**config.mk**
```make
export PLATFORM = sky130hd
export DESIGN_NAME = spi_register_access_master
export DESIGN_NICKNAME = d
export VERILOG_FILES = /design/src/hw/rtl/spi_rm_pkg.sv /design/src/hw/rtl/spi_register_access_master.sv
export SDC_FILE = /design/constraint.sdc
export NUM_CORES = 1
export LEC_CHECK = 0
export BUFFER_PORTS_ARGS = -buffer_cell sky130_fd_sc_hd__buf_2
export CORE_ASPECT_RATIO = 1.5
export CORE_MARGIN = 2
export CORE_UTILIZATION = 62
export DETAILED_ROUTE_END_ITERATION = 8
export PLACE_DENSITY = 0.95
export SYNTH_ARGS = -nofsm -noshare
export SYNTH_HDL_FRONTEND = slang
export SYNTH_SLANG_ARGS = --single-unit
```
**constraint.sdc**
```tcl
create_clock -name clk -period 10.2 [get_ports clk]
set_clock_uncertainty 0.1 [all_clocks]
set_input_delay 1.02 -clock clk [delete_from_list [all_inputs] [get_ports clk]]
set_output_delay 1.02 -clock clk [all_outputs]
set_load 0.05 [all_outputs]
```
**src/hw/rtl/spi_rm_pkg.sv**
```systemverilog
// ----------------------------------------------------------------------------
// SPI register access master package
// Frame phase codes, request and command codes, and frame size, fill and reset
// constants shared by the register access master.
// ----------------------------------------------------------------------------
package spi_rm_pkg;

	localparam int unsigned HEADER_BITS = 10;
	localparam int unsigned BYTE_BITS   = 8;
	localparam int unsigned WORD_BYTES  = 4;

	localparam logic [1:0] REQ_TICK  = 2'd0;
	localparam logic [1:0] REQ_READ  = 2'd1;
	localparam logic [1:0] REQ_WRITE = 2'd2;

	localparam logic [1:0] CMD_READ  = 2'h1;
	localparam logic [1:0] CMD_WRITE = 2'h2;
	localparam logic [7:0] FILL_BYTE = 8'hFF;

	localparam logic [15:0] HALF_PERIOD_RESET = 16'd3600;

	typedef enum logic [3:0] {
		PH_IDLE   = 4'b0001,
		PH_HEADER = 4'b0010,
		PH_WAIT   = 4'b0100,
		PH_DATA   = 4'b1000
	} phase_t;

endpackage

```
**src/hw/rtl/spi_register_access_master.sv**
```systemverilog
// ----------------------------------------------------------------------------
// SPI register access master
// Mode-0, LSB-first SPI master that runs one register read or write frame.
// Each accepted input transfer is one tick of the serial timing base.
// ----------------------------------------------------------------------------
// Result: the output registers, loaded from the next frame state alongside the
// frame state register, show the result for a transfer in the cycle after it is accepted.
// Throughput: one transfer per cycle; input stalls only while a finished
// result is held by a stalled output.
// Reset: frame idle, chip select high, half_period set to 3600 ticks.
module spi_register_access_master #(
	parameter int unsigned WAIT_BYTES = 2
) (
	input  logic                      clk,
	input  logic                      arst_n,

	input  logic                      cfg_valid,
	output logic                      cfg_ready,
	input  logic [15:0]               cfg_data,

	input  logic                      in_valid,
	output logic                      in_stall,
	input  logic [1:0]                req_type,
	input  logic [7:0]                reg_addr,
	input  logic [31:0]               write_word,
	input  logic [7:0]                read_count,
	input  logic                      miso,

	output logic                      out_valid,
	input  logic                      out_stall,
	output logic                      cs_n,
	output logic                      sck,
	output logic                      mosi,
	output logic                      rx_valid,
	output logic [7:0]                rx_byte,
	output logic                      frame_done,
	output logic                      busy_res
);
	import spi_rm_pkg::*;

	localparam int unsigned WAIT_W = $clog2(WAIT_BYTES + 2);

	typedef struct packed {
		phase_t              phase;
		logic                is_write;
		logic [31:0]         tx_shift;
		logic [7:0]          rx_shift;
		logic [3:0]          bit_index;
		logic [7:0]          bytes_left;
		logic [15:0]         tick_count;
		logic                clock_high;
		logic [HEADER_BITS-1:0] hdr_bits;
		logic [WAIT_W-1:0]   wait_left;
	} frame_t;

	frame_t      state_q;
	frame_t      state_nxt;
	logic [15:0] half_period_q;
	logic        out_valid_q;
	logic        accept;
	logic        rx_valid_nxt;
	logic [7:0]  rx_byte_nxt;
	logic        done_nxt;
	logic        mosi_nxt;

	logic        cs_n_q;
	logic        sck_q;
	logic        mosi_q;
	logic        rx_valid_q;
	logic [7:0]  rx_byte_q;
	logic        frame_done_q;
	logic        busy_q;

	assign cfg_ready = 1'b1;
	assign in_stall  = out_valid_q & out_stall;
	assign accept    = in_valid & ~in_stall;

	always_comb begin
		state_nxt    = state_q;
		rx_valid_nxt = 1'b0;
		rx_byte_nxt  = '0;
		done_nxt     = 1'b0;
		if (state_q.phase == PH_IDLE) begin
			if (req_type == REQ_READ || req_type == REQ_WRITE) begin
				state_nxt.is_write   = (req_type == REQ_WRITE);
				state_nxt.hdr_bits   = {reg_addr,
					(req_type == REQ_WRITE) ? CMD_WRITE : CMD_READ};
				state_nxt.tx_shift   = (req_type == REQ_WRITE) ? write_word : 32'd0;
				state_nxt.bytes_left = (req_type == REQ_WRITE) ?
					8'(WORD_BYTES) : read_count;
				state_nxt.wait_left  = (req_type == REQ_WRITE) ?
					'0 : WAIT_W'(WAIT_BYTES);
				state_nxt.rx_shift   = '0;
				state_nxt.bit_index  = '0;
				state_nxt.tick_count = '0;
				state_nxt.clock_high = 1'b0;
				state_nxt.phase      = PH_HEADER;
			end
		end else begin
			state_nxt.tick_count = state_q.tick_count + 16'd1;
			if (state_nxt.tick_count >= half_period_q) begin
				state_nxt.tick_count = '0;
				if (!state_q.clock_high) begin
					if (state_q.phase == PH_DATA && !state_q.is_write) begin
						state_nxt.rx_shift[state_q.bit_index[2:0]] = miso;
					end
					state_nxt.clock_high = 1'b1;
				end else begin
					state_nxt.clock_high = 1'b0;
					state_nxt.bit_index  = state_q.bit_index + 4'd1;
					if (state_q.phase == PH_HEADER) begin
						state_nxt.hdr_bits = state_q.hdr_bits >> 1;
						if (state_nxt.bit_index == 4'(HEADER_BITS)) begin
							state_nxt.bit_index = '0;
							if (state_q.is_write) begin
								state_nxt.phase = PH_DATA;
							end else if (state_q.wait_left != '0) begin
								state_nxt.phase = PH_WAIT;
							end else if (state_q.bytes_left != '0) begin
								state_nxt.phase = PH_DATA;
							end else begin
								done_nxt = 1'b1;
							end
						end
					end else begin
						if (state_q.is_write) begin
							state_nxt.tx_shift = state_q.tx_shift >> 1;
						end
						if (state_nxt.bit_index == 4'(BYTE_BITS)) begin
							state_nxt.bit_index = '0;
							if (state_q.phase == PH_WAIT) begin
								state_nxt.wait_left = state_q.wait_left - WAIT_W'(1);
								if (state_nxt.wait_left == '0) begin
									if (state_q.bytes_left != '0) begin
										state_nxt.phase = PH_DATA;
									end else begin
										done_nxt = 1'b1;
									end
								end
							end else begin
								if (!state_q.is_write) begin
									rx_valid_nxt = 1'b1;
									rx_byte_nxt  = state_nxt.rx_shift;
								end
								state_nxt.rx_shift   = '0;
								state_nxt.bytes_left = state_q.bytes_left - 8'd1;
								if (state_nxt.bytes_left == '0) begin
									done_nxt = 1'b1;
								end
							end
						end
					end
				end
			end
			if (done_nxt) begin
				state_nxt.phase      = PH_IDLE;
				state_nxt.clock_high = 1'b0;
				state_nxt.tick_count = '0;
				state_nxt.bit_index  = '0;
				state_nxt.rx_shift   = '0;
				state_nxt.hdr_bits   = '0;
			end
		end
	end

	always_comb begin
		case (state_nxt.phase)
			PH_HEADER: mosi_nxt = state_nxt.hdr_bits[0];
			PH_WAIT:   mosi_nxt = FILL_BYTE[0];
			PH_DATA:   mosi_nxt = state_nxt.is_write ? state_nxt.tx_shift[0] : FILL_BYTE[0];
			default:   mosi_nxt = 1'b0;
		endcase
	end

	always_ff @(posedge clk or negedge arst_n) begin
		if (!arst_n) begin
			half_period_q      <= HALF_PERIOD_RESET;
			state_q.phase      <= PH_IDLE;
			state_q.is_write   <= 1'b0;
			state_q.tx_shift   <= '0;
			state_q.rx_shift   <= '0;
			state_q.bit_index  <= '0;
			state_q.bytes_left <= '0;
			state_q.tick_count <= '0;
			state_q.clock_high <= 1'b0;
			state_q.hdr_bits   <= '0;
			state_q.wait_left  <= '0;
			out_valid_q        <= 1'b0;
		end else begin
			if (cfg_valid && cfg_ready) begin
				half_period_q <= cfg_data;
			end
			if (accept) begin
				state_q     <= state_nxt;
				out_valid_q <= 1'b1;
			end else if (!out_stall) begin
				out_valid_q <= 1'b0;
			end
		end
	end

	always_ff @(posedge clk or negedge arst_n) begin
		if (!arst_n) begin
			cs_n_q       <= 1'b1;
			sck_q        <= 1'b0;
			mosi_q       <= 1'b0;
			rx_valid_q   <= 1'b0;
			rx_byte_q    <= '0;
			frame_done_q <= 1'b0;
			busy_q       <= 1'b0;
		end else if (accept) begin
			cs_n_q       <= (state_nxt.phase == PH_IDLE);
			sck_q        <= state_nxt.clock_high;
			mosi_q       <= mosi_nxt;
			rx_valid_q   <= rx_valid_nxt;
			rx_byte_q    <= rx_byte_nxt;
			frame_done_q <= done_nxt;
			busy_q       <= (state_nxt.phase != PH_IDLE);
		end
	end

	assign out_valid  = out_valid_q;
	assign cs_n       = cs_n_q;
	assign sck        = sck_q;
	assign mosi       = mosi_q;
	assign rx_valid   = rx_valid_q;
	assign rx_byte    = rx_byte_q;
	assign frame_done = frame_done_q;
	assign busy_res   = busy_q;

	// An idle frame keeps its serial clock low and its tick counter cleared.
	a_idle_quiet: assert property (@(posedge clk) disable iff (!arst_n)
		state_q.phase == PH_IDLE |-> !state_q.clock_high && state_q.tick_count == '0)
		else $error("idle frame with running serial clock");

	// A frame end shown on the output always comes with chip select released.
	a_done_release: assert property (@(posedge clk) disable iff (!arst_n)
		out_valid_q && frame_done_q |-> cs_n_q && !busy_q && !sck_q)
		else $error("frame end without chip select release");

	// Received bytes only come out of read frames.
	a_rx_read_only: assert property (@(posedge clk) disable iff (!arst_n)
		out_valid_q && rx_valid_q |-> !state_q.is_write)
		else $error("received byte during a write frame");

	// The input side stalls only while a result is held.
	a_stall_held: assert property (@(posedge clk) disable iff (!arst_n)
		in_stall |-> out_valid_q)
		else $error("input stalled with empty output register");

	// A transfer accepted under stall never happens, so a held result stays put.
	a_hold_result: assert property (@(posedge clk) disable iff (!arst_n)
		out_valid_q && out_stall |=> out_valid_q && $stable(busy_q) && $stable(sck_q))
		else $error("held result changed under stall");

endmodule
```
==> results.txt <==
- Category of the worst setup path launch point: flop
- End of the worst register-to-register path: state_q[55]
- Dividing the detail-routed wire length by the instance count gives 17.8 um.
- The tightest min-delay check is of the reg -> reg type.
- In this run the tightest slew margin relative to its limit is 14.8%.
- Of all flip-flops after synthesis, the portion carrying an async set or reset was 100%.
* Diode count: 0
- The startpoint identified for the worst register-to-register timing path is state_q[13].
* Hold Buf Count CTS: 0
- Summing the areas of all xor and xnor instances in the mapped netlist gives between 2 and 2.5% of the synthesized area.
* Post-placement worst setup slack: about 5.3 ns
- Setup violations remaining at the end of the flow were counted as 0.
- In the final layout, the share of cells above drive strength 1 is between 10% and 20%.
* Core ar.: 0.0101 sq mm
* Number of placement rows: 45
- Max-cap check violation count: 0
* Setup TNS: 0 ns
- Number of distinct library cells after synthesis: 74
- Flip-flop and latch count after synthesis: 116
- Dividing total power by cell area gives a power density of 168 mW/mm^2.
* Overall fraction of global-route tracks in use: between 20 and 30%
- Critical path endpoint category: flop
- Yosys mapped a number of flops with a built-in enable equal to 0.
- In this run the number of H-tree levels came out at 4.
- Entering global routing, the biggest net connects between 70 and 80 pins.
- On the critical path, the stage with the largest delay is an instance of sky130_fd_sc_hd__nor2_2.
- Proportion of netlist area held by the largest area contributor: approximately 43%
- Slowest stage delay, CP: 0.96 ns
- Largest family of logic cells by synthesized area: compound AO/OA/AOI/OAI gates
* CTS tree: done
- Via density per instance: 6.42
- Actual transition at the worst max-transition pin: 1.27 ns
- Placement Cell Area: 0.00684 sq mm
- The number of antenna violations at the first check in global routing is 0.
* Critical path depth in cells: 15
- First-pass GRT wire length: 26.2 mm
- After detailed routing, the number of remaining DRC violations is 0.
- Global routing finished with a remaining overflow of 0.
- Clock transition at path regs: 0.06 ns
* RD Place Congestion: 0.930
* Sinks on Clock Net: 116
- Counting every instance in the synthesized netlist gives 703.
* Count of pins over their slew limit: 0
- Setup slack on the worst reg-to-reg path comes out at about 5.1 ns.
* R2r worst-path depth: 15
- Post-detailed-routing wire length: 16.0 mm
- The number of buffers and inverters on the critical path is 0.
* Critical Path Source: state_q[13]
* Total iterations of the first detailed-routing run: 5
- Time the worst path needs with I/O delays and setup: 5.14 ns
* Simple-Gate Fraction of Synth Area: 16.4%
- The synthesized netlist devotes around 5% of its cell area to adder and majority cells.
* Max frequency: 194 MHz
- Share of cell area taken by muxes after synthesis: 0.506%
- The number of hold violations in the final report came to 0.
* Number of routed nets with antenna violations: 0
- Setup repair after global routing left no endpoint under its margin.
* Mean area per synthesized cell: 9.14 sq um
- Number of port buffers: a little under 90
* Root Buffer: sky130_fd_sc_hd__clkbuf_16
- At the worst endpoint, the arrival time is 5.36 ns.
- Detailed placement finished with a half-perimeter wire length of 10.9 mm.
- Clock latency on the worst-skew pair, taken at its later pin, is ~0.42 ns.
* Maximum count of clock buffers along a single path: 2
- At the end of the flow the core is filled with cells to 73.6%.
- Yosys attributes the largest share of cell area to sky130_fd_sc_hd__dfrtp_1 (43%), sky130_fd_sc_hd__o21ai_0 (7.0%), sky130_fd_sc_hd__nand2_1 (5.1%).
* Total number of nets in the final design: 864
- Post-Syn Area: 0.00642 sq mm
- Complex-gate fraction of the synthesized area: 25.9%
- The critical path is of the reg -> reg type.
- Last element of the critical path: state_q[55]
- Total non-filler cell area in the finished layout: between 0.007 and 0.008 sq mm
- Setup slack after layout: 5.06 ns
* Outcome: finished clean
* Cell type with the largest total area after synthesis: sky130_fd_sc_hd__dfrtp_1
- Synthesized netlist net count: 800
- The Yosys step of the flow raised 0 warnings.
- Critical path peak fanout: 31
- Ys flop type: sky130_fd_sc_hd__dfrtp_1
* Worst ir drop on vdd: between 0.1 and 0.15 mV
- Starting DRC count in detailed routing: slightly above 400
- CP cell instances: ha_1 -> nand3_1 -> nor2_1 -> and3_1 -> nand3_1 -> xnor2_1 -> ha_1 -> o2111ai_1 -> a311oi_1 -> nor2_1 -> a211oi_2 -> nand3_1 -> nor2_2 -> a22oi_1 -> o21ai_0
* Number of global-route vias before repair: roughly 5,700
* Total via count after detailed routing: 5,751
- For this configuration, the core starts out at a cell density of 63.4%.
* Number of top-level pins: 89
* Die width: 87.1 um
* Kind of cell with the highest combined delay on the critical path: simple AND/OR/NAND/NOR gates
* Clock buffers created by TritonCTS: 17
- Measured along the y axis, the die boundary spans approximately 130 um.
- Of the available clock period, the critical path in the final layout requires 50.4%.
* Count of buffers added by post-CTS timing repair for setup: 0
- Post-Route Hold Slack: 0.381 ns
* Leakage: 0.00343 uW
- For the worst setup path, the data required time is 10.42 ns.
- Overall die area: 0.0112 sq mm
- Most repeated library cell on the critical path: sky130_fd_sc_hd__nand3_1
- Quantity of gates resized following cts: 0
- Area Overhead vs Synth: 16.0%
- Summing the sequential cell areas from Yosys gives 45.3% of the chip area.
synthesized netlist by cell type (4+ instances only):
library cell,n
sky130_fd_sc_hd__ha_1,25
sky130_fd_sc_hd__nand2_1,88
sky130_fd_sc_hd__nand4_1,4
sky130_fd_sc_hd__buf_2,4
sky130_fd_sc_hd__nor3_1,8
sky130_fd_sc_hd__dfrtp_1,110
sky130_fd_sc_hd__a21o_1,6
sky130_fd_sc_hd__a31oi_1,4
sky130_fd_sc_hd__a22o_1,20
sky130_fd_sc_hd__a211oi_1,5
sky130_fd_sc_hd__clkbuf_1,37
sky130_fd_sc_hd__a22oi_1,41
sky130_fd_sc_hd__o41ai_1,5
sky130_fd_sc_hd__xor2_1,7
sky130_fd_sc_hd__nor2b_1,5
sky130_fd_sc_hd__nor2_1,47
sky130_fd_sc_hd__or3_1,8
sky130_fd_sc_hd__o21ai_0,90
sky130_fd_sc_hd__xnor2_1,9
sky130_fd_sc_hd__o31ai_2,5
sky130_fd_sc_hd__inv_1,31
sky130_fd_sc_hd__a21oi_1,39
sky130_fd_sc_hd__dfstp_2,6
sky130_fd_sc_hd__nand2b_1,9
sky130_fd_sc_hd__nand3_1,18
sky130_fd_sc_hd__and3_1,7
metrics by stage:
stage / std cells / total power (uW)
floorplan: 703 / 581
global placement: 865 / 620
detailed placement: 865 / 628
CTS: 896 / 1250
global route: 896 / 1300
finish: 896 / 1250
cell families (layout without fill, tap and decap cells):
| logic type | count (synthesis) | in the layout |
|---|---|---|
| flip-flops | 116 | 116 |
| multiplexers | 3 | 3 |
| adder cells (fa/ha/maj) | 25 | 25 |
| other | 1 | 1 |
| AO/OA/AOI/OAI | 249 | 249 |
| buffers and inverters | 75 | 151 |
| AND/OR/NAND/NOR | 218 | 218 |
| XOR/XNOR | 16 | 16 |
metal layers:
metal | track usage, % | vias up | routed length, um
met4 | 15.3 | 0 | 537
met5 | 0 | - | 0
met2 | 50.6 | 287 | 8220
li1 | - | 2661 | -
met3 | 7.12 | 54 | 1010
met1 | 34.5 | 2749 | 6190
area by class of cell:
type	instances	area, sq um
well taps	117	146
clock buffers	22	464
repair buffers	89	453
flip-flops and latches	116	2910
inverters	31	116
clock inverters	9	153
fillers	712	2680
multi-input cells	512	3210
sequential cells by signal, indices dropped and copies added (netlist names):
| name | count |
|---|---|
| cs_n | 1 |
| rx_byte | 8 |
| frame_done | 1 |
| half_period_q | 16 |
| sck | 1 |
| out_valid | 1 |
| state_q | 85 |
| mosi | 1 |
| busy_res | 1 |
| rx_valid | 1 |
cell usage in the layout (no fill, tap or decap), types with 7 or more instances in the layout:
master                      instances
sky130_fd_sc_hd__xor2_1             7
sky130_fd_sc_hd__inv_1             31
sky130_fd_sc_hd__or3_1              8
sky130_fd_sc_hd__ha_1              25
sky130_fd_sc_hd__o21ai_0           90
sky130_fd_sc_hd__clkbuf_16         17
sky130_fd_sc_hd__a22o_1            20
sky130_fd_sc_hd__nor2_1            46
sky130_fd_sc_hd__nor3_1             8
sky130_fd_sc_hd__a22oi_1           41
sky130_fd_sc_hd__xnor2_1            9
sky130_fd_sc_hd__buf_2             86
sky130_fd_sc_hd__a21oi_1           39
sky130_fd_sc_hd__dfrtp_1          110
sky130_fd_sc_hd__and3_1             7
sky130_fd_sc_hd__nand2_1           88
sky130_fd_sc_hd__nand3_1           18
sky130_fd_sc_hd__nand2b_1           9
power breakdown:
part	internal (uW)	switching (uW)
clock	419	207
sequential	480	19.3
combinational	49.0	75.9
worst min-delay path, cell delays in order (launching register included):
cell and delay, ns:
sky130_fd_sc_hd__dfrtp_1 0.34, sky130_fd_sc_hd__nand2_1 0.05, sky130_fd_sc_hd__o21ai_0 0.06
how the worst min path moves through the flow:
stage | from | end | slack, ns | cells after the start
after floorplan | state_q[51] | state_q[51] | 0.35 | 2
after global placement | rx_valid | rx_valid | 0.36 | 1
after detailed placement | state_q[59] | state_q[59] | 0.37 | 2
after CTS | state_q[59] | state_q[59] | 0.39 | 2
after global routing | rx_valid | rx_valid | 0.40 | 1
final | state_q[80] | state_q[80] | 0.38 | 2
Power figures use the tool's default switching activity.
